--- config.mk ---
export PLATFORM = sky130hd
export DESIGN_NAME = tgbft_ctrl
export DESIGN_NICKNAME = d
export VERILOG_FILES = /design/src/hw/rtl/tgbft_pkg.sv /design/src/hw/rtl/tgbft_ctrl.sv
export SDC_FILE = /design/constraint.sdc
export NUM_CORES = 1
export LEC_CHECK = 0
export BUFFER_PORTS_ARGS = -buffer_cell sky130_fd_sc_hd__buf_2
export CAP_MARGIN = 20
export CORE_AREA = 2 2 39 41
export CTS_CLUSTER_SIZE = 8
export DETAILED_ROUTE_END_ITERATION = 8
export DIE_AREA = 0 0 41 43
export PLACE_DENSITY = 0.71
export SLEW_MARGIN = 15
export SYNTH_ARGS = -nofsm -noshare
export SYNTH_HDL_FRONTEND = slang
export SYNTH_SLANG_ARGS = --single-unit
--- constraint.sdc ---
create_clock -name clk_i -period 3.5 [get_ports clk_i]
set_clock_uncertainty 0.1 [all_clocks]
set_input_delay 0 -clock clk_i [delete_from_list [all_inputs] [get_ports clk_i]]
set_output_delay 0 -clock clk_i [all_outputs]
set_load 0.01 [all_outputs]
--- src/hw/rtl/tgbft_pkg.sv ---
// package: payload types, register indexes and controller states
`timescale 1ns / 1ps
`default_nettype none
package tgbft_pkg;

  // width of the free-running time base, elapsed time wraps at this width
  localparam int unsigned TIME_WIDTH = 32;

  typedef struct packed {
    logic             op;
    logic [31:0]      now_us;
    logic signed [19:0] foot_x_0;
    logic signed [19:0] foot_x_1;
    logic signed [19:0] foot_x_2;
    logic signed [19:0] foot_x_3;
    logic [3:0]       foot_valid;
  } in_word_t;

  typedef struct packed {
    logic [1:0]         leg;
    logic signed [19:0] target_x;
    logic signed [19:0] target_z;
    logic               send_now;
    logic               last;
  } out_word_t;

  localparam logic [2:0] REG_PERIOD  = 3'd0;
  localparam logic [2:0] REG_STEP_L  = 3'd1;
  localparam logic [2:0] REG_STEP_H  = 3'd2;
  localparam logic [2:0] REG_STANCE  = 3'd3;
  localparam logic [2:0] REG_TURN    = 3'd4;

  localparam logic OP_ENTER = 1'b0;

  typedef enum logic [3:0] {
    ST_IDLE, ST_MOD, ST_PHASE, ST_LEG, ST_DIV, ST_H1, ST_H2, ST_H3, ST_X, ST_Z1, ST_Z2,
    ST_OUT
  } state_e;

  // controller commands to datapath
  typedef struct packed {
    logic enter;     // record start, latch feet
    logic mod_init;  // start modulo of elapsed time
    logic mod_step;
    logic phase;     // swap test and record phase
    logic leg_init;  // per leg setup, start divide
    logic div_step;
    logic h1;
    logic h2;
    logic h3;
    logic xcalc;
    logic z1;
    logic z2;
    logic tick_done; // advance send slot
  } cmd_t;

  typedef struct packed {
    logic mod_done;
    logic div_done;
  } sts_t;

endpackage
`default_nettype wire

--- src/hw/rtl/tgbft_ctrl.sv ---
// controller: sequences the tick through modulo, per-leg divide and arithmetic
`timescale 1ns / 1ps
`default_nettype none
module tgbft_ctrl (
  input  wire logic          clk_i,
  input  wire logic          rst_ni,
  input  wire logic          in_valid_i,
  output logic               in_ready_o,
  input  wire logic          in_op_i,
  input  wire logic          out_ready_i,
  output logic               out_valid_o,
  input  wire tgbft_pkg::sts_t sts_i,
  output tgbft_pkg::cmd_t    cmd_o,
  output logic [1:0]         leg_o
);
  import tgbft_pkg::*;

  state_e state_q, state_d;
  logic [1:0] leg_q, leg_d;

  // state and leg counter
  always_ff @(posedge clk_i or negedge rst_ni) begin
    if (!rst_ni) begin
      state_q <= ST_IDLE;
      leg_q   <= '0;
    end else begin
      state_q <= state_d;
      leg_q   <= leg_d;
    end
  end

  assign leg_o = leg_q;

  // next state and commands
  always_comb begin
    state_d     = state_q;
    leg_d       = leg_q;
    cmd_o       = '0;
    in_ready_o  = 1'b0;
    out_valid_o = 1'b0;
    unique case (state_q)
      ST_IDLE: begin
        in_ready_o = 1'b1;
        if (in_valid_i) begin
          if (in_op_i == OP_ENTER) begin
            cmd_o.enter = 1'b1;
          end else begin
            cmd_o.mod_init = 1'b1;
            state_d = ST_MOD;
          end
        end
      end
      ST_MOD: begin
        cmd_o.mod_step = 1'b1;
        if (sts_i.mod_done) state_d = ST_PHASE;
      end
      ST_PHASE: begin
        cmd_o.phase = 1'b1;
        leg_d = '0;
        state_d = ST_LEG;
      end
      // leg setup sees the updated phase, pair and leg index
      ST_LEG: begin
        cmd_o.leg_init = 1'b1;
        state_d = ST_DIV;
      end
      ST_DIV: begin
        cmd_o.div_step = 1'b1;
        if (sts_i.div_done) state_d = ST_H1;
      end
      ST_H1: begin cmd_o.h1 = 1'b1; state_d = ST_H2; end
      ST_H2: begin cmd_o.h2 = 1'b1; state_d = ST_H3; end
      ST_H3: begin cmd_o.h3 = 1'b1; state_d = ST_X; end
      ST_X:  begin cmd_o.xcalc = 1'b1; state_d = ST_Z1; end
      ST_Z1: begin cmd_o.z1 = 1'b1; state_d = ST_Z2; end
      ST_Z2: begin cmd_o.z2 = 1'b1; state_d = ST_OUT; end
      ST_OUT: begin
        out_valid_o = 1'b1;
        if (out_ready_i) begin
          if (leg_q == 2'd3) begin
            cmd_o.tick_done = 1'b1;
            state_d = ST_IDLE;
          end else begin
            leg_d = leg_q + 2'd1;
            state_d = ST_LEG;
          end
        end
      end
      default: state_d = ST_IDLE;
    endcase
  end
endmodule
`default_nettype wire

==> results.json <==
{
  "status": "completed",
  "dpl.hpwl_microns": 865,
  "synth-async-reset-ratio": 1.000,
  "setup_slack_ns": 1.567,
  "critPathCapture": "cmd_o[0]",
  "worst_setup_path_startpoint": "state_q[3]",
  "ys_top_cells_by_area": "sky130_fd_sc_hd__dfrtp_1 (30%), sky130_fd_sc_hd__nor2_1 (7.5%), sky130_fd_sc_hd__nor3_1 (5.0%), sky130_fd_sc_hd__nand2_1 (4.5%), sky130_fd_sc_hd__and3_1 (3.8%)",
  "clock_latency_ns": 0.25,
  "detail_route.drc_violations": 0,
  "timing_hold_violations_final": 0,
  "detail_route.iter0.violations": 7,
  "worst_ep_arrival_time_ns": 1.83,
  "synth_top_cell_by_area": "sky130_fd_sc_hd__dfrtp_1",
  "routed_via_density": 5.210,
  "post-cts-setup-buffer-count": 0,
  "finalCriticalPeriod_ns": 1.933,
  "synthToLayoutAreaGrowth_pct": 29.25,
  "cts_inserted_buffers": 3,
  "antenna_cells_inserted": 0,
  "worstMarginPinSlew_ns": 0.4135,
  "grt_setup_unrepaired": "no",
  "placement.setup.worst_slack_ns": 1.641,
  "leakagePower_nw": 0.3566,
  "netlist.area_leader.share": 0.3000,
  "tns_ns": 0,
  "yosysWarnings": 0,
  "max-cap-violations": 0,
  "synth.yosys.seq_area_share": 0.3000,
  "holdCritPathClass": "in2async",
  "yosysMostFrequentCell": "sky130_fd_sc_hd__nor2_1",
  "final_layout_size_suffix_gt1_frac": 0.3929,
  "buffer_ports.inserted": 23,
  "chipHeight_microns": 43,
  "grt_pass1_wl_mm": 1.787,
  "post-route-util": 0.4675,
  "initial_antenna_violation_count": 0,
  "ir_worst_vdd_v": 0.0003015,
  "category_of_the_most_critical_setup_path": "reg2out",
  "grt_overflow_total": 0,
  "grt_start_max_net_pins": 15,
  "htree_levels": 1,
  "drv_slew": 0,
  "critPathRequiredTime_ns": 3.40,
  "first_pass_iteration_count_of_the_detailed_router": 4,
  "synthCells": 60,
  "finalHoldWorstSlack_ns": 0.005477,
  "avgSynthCellArea_sq_um": 8.341,
  "postSynth.topFlopCell": "sky130_fd_sc_hd__dfrtp_1",
  "placedInstanceArea_sq_um": 604.3,
  "route.final.wire_length_mm": 1.159,
  "critPathLaunchType": "flip-flop",
  "horizontal_extent_of_the_die_microns": 41,
  "grt_usage": 0.1539,
  "clock_tree_from_tritoncts": "done",
  "power.density_cell_area_nw_per_um2": 774.3,
  "synth.net_count": 68,
  "synthesis.area_sq_um": 500.5,
  "ys_top_cells_by_count": "sky130_fd_sc_hd__nor2_1 (10), sky130_fd_sc_hd__dfrtp_1 (6), sky130_fd_sc_hd__nand2_1 (6)",
  "via_count": 521,
  "post_cts_resize_count": 0,
  "floorplan.rows": 14,
  "design.core.area_sq_um": 1384,
  "timing.max_slew.rel_slack": 0.7243,
  "clock_sinks": 6,
  "synth_enable_flop_cells": 0,
  "final_wtd_congestion": 0.7372,
  "antenna_viol_nets_final": 0,
  "clkTransAtPathRegs_ns": 0.05,
  "grt_pass1_vias": 409,
  "detail_route.wl_per_cell_microns": 11.59,
  "timing.critical_path.fanout_max": 12,
  "initial_core_util": 0.3617,
  "end_kind": "primary output",
  "register_bit_count_reported_by_yosys": 6,
  "design.die.area_sq_um": 1763,
  "r2r-start": "state_q[3]",
  "crit-reg2reg-capture": "state_q[0]",
  "reg2regPathDepth": 4,
  "count_of_final_setup_violators": 0,
  "cts_root_buf": "sky130_fd_sc_hd__clkbuf_4",
  "total_number_of_nets_in_the_final_design": 94,
  "fmaxAchievable_ghz": 0.5174,
  "synth.lib_cells_used.distinct": 30,
  "finalCritPeriodShare": 0.5522,
  "reg2reg_slack_ns": 1.63,
  "num_io_pins": 24,
  "clk_path_buf_depth": 2,
  "fin_area_sq_um": 646.9
}
-- kinds of logic (layout without fill, tap and decap cells) --
| family | Yosys count | after routing | synth area share |
|---|---|---|---|
| AO/OA/AOI/OAI | 8 | 8 | 0.1175 |
| XOR/XNOR | 1 | 1 | 0.01750 |
| adder cells (fa/ha/maj) | 1 | 1 | 0.02500 |
| buffers and inverters | 6 | 30 | 0.07749 |
| flip-flops | 6 | 6 | 0.3000 |
| multiplexers | 3 | 3 | 0.07249 |
| AND/OR/NAND/NOR | 35 | 35 | 0.3900 |
-- sequential cells by signal, summed over array words and instances, names as in the netlist --
name	count
leg_o	2
state_q	4
-- critical path, stage by stage, from the launching register on --
cell and delay [ns]:
sky130_fd_sc_hd__dfrtp_1 0.56, sky130_fd_sc_hd__or2b_1 0.32, sky130_fd_sc_hd__or2_1 0.28, sky130_fd_sc_hd__inv_1 0.12, sky130_fd_sc_hd__and3_1 0.17, sky130_fd_sc_hd__buf_2 0.13
-- how the worst min path moves through the flow --
| stage | start | to | slack, ns | cells past startpoint |
|---|---|---|---|---|
| after floorplan | rst_ni | leg_o[0] | -0.40 | 0 |
| after detailed placement | rst_ni | state_q[2] | -0.26 | 1 |
| final | rst_ni | state_q[1] | 0.005 | 2 |
| after global routing | rst_ni | state_q[1] | 0.01 | 2 |
| after global placement | rst_ni | state_q[2] | -0.27 | 1 |
| after CTS | rst_ni | state_q[3] | 0.003 | 2 |
-- cell usage in the layout, fill, tap and decap left out --
| cell type | n |
|---|---|
| sky130_fd_sc_hd__a21oi_1 | 1 |
| sky130_fd_sc_hd__a22oi_1 | 1 |
| sky130_fd_sc_hd__a31oi_1 | 1 |
| sky130_fd_sc_hd__and3_1 | 3 |
| sky130_fd_sc_hd__buf_2 | 23 |
| sky130_fd_sc_hd__clkbuf_4 | 3 |
| sky130_fd_sc_hd__dfrtp_1 | 6 |
| sky130_fd_sc_hd__dlygate4sd3_1 | 2 |
| sky130_fd_sc_hd__ha_1 | 1 |
| sky130_fd_sc_hd__inv_1 | 2 |
| sky130_fd_sc_hd__mux2_1 | 1 |
| sky130_fd_sc_hd__mux2_4 | 1 |
| sky130_fd_sc_hd__mux2i_1 | 1 |
| sky130_fd_sc_hd__nand2_1 | 6 |
| sky130_fd_sc_hd__nand2b_1 | 3 |
| sky130_fd_sc_hd__nor2_1 | 10 |
| sky130_fd_sc_hd__nor2_2 | 1 |
| sky130_fd_sc_hd__nor2b_4 | 1 |
| sky130_fd_sc_hd__nor3_1 | 5 |
| sky130_fd_sc_hd__nor3b_1 | 2 |
| sky130_fd_sc_hd__nor4_2 | 1 |
| sky130_fd_sc_hd__o211ai_1 | 1 |
| sky130_fd_sc_hd__o211ai_2 | 1 |
| sky130_fd_sc_hd__o21ai_0 | 1 |
| sky130_fd_sc_hd__o21ai_2 | 1 |
| sky130_fd_sc_hd__o22ai_1 | 1 |
| sky130_fd_sc_hd__or2_1 | 1 |
| sky130_fd_sc_hd__or2b_1 | 1 |
| sky130_fd_sc_hd__or3b_4 | 1 |
| sky130_fd_sc_hd__xor2_1 | 1 |
-- per-layer routing --
metal  global-route usage  routed length [microns]  vias up  share of wire
met5                    0                        0        -              0
met4              0.08000                       13        0          0.011
met3              0.06283                       64        2          0.055
met2               0.2250                      587       18           0.51
met1               0.1845                      493      246           0.43
li1                     -                        -      255              -
-- repair_timing --
| action | in CTS | in global routing |
|---|---|---|
| hold buffers | 2 | 0 |
| endpoints found under the hold margin | 7 | 0 |
| endpoints found under the setup margin | 0 | 0 |
-- stage by stage --
step,total power [mW],cells
global route,0.5532,100
CTS,0.5070,100
detailed placement,0.4364,95
finish,0.5009,100
global placement,0.4276,95
floorplan,0.3789,60
-- cell type report --
class                           count  area [sq um]
Fill cell                         145         737.0
Multi-Input combinational cell     48         311.5
Sequential cell                     6         150.1
Timing Repair Buffer               25         135.1
Clock buffer                        3         22.52
Tap cell                           16         20.02
Inverter                            2         7.507
-- report_power, final --
group	switching (mW)	total, mW	internal, mW	leakage, nW
clock	0.0286	0.0677	0.0390	0.0138
combinational	0.131	0.263	0.132	0.266
sequential	0.0748	0.171	0.0957	0.0767
(Power assumes the default switching activity.)
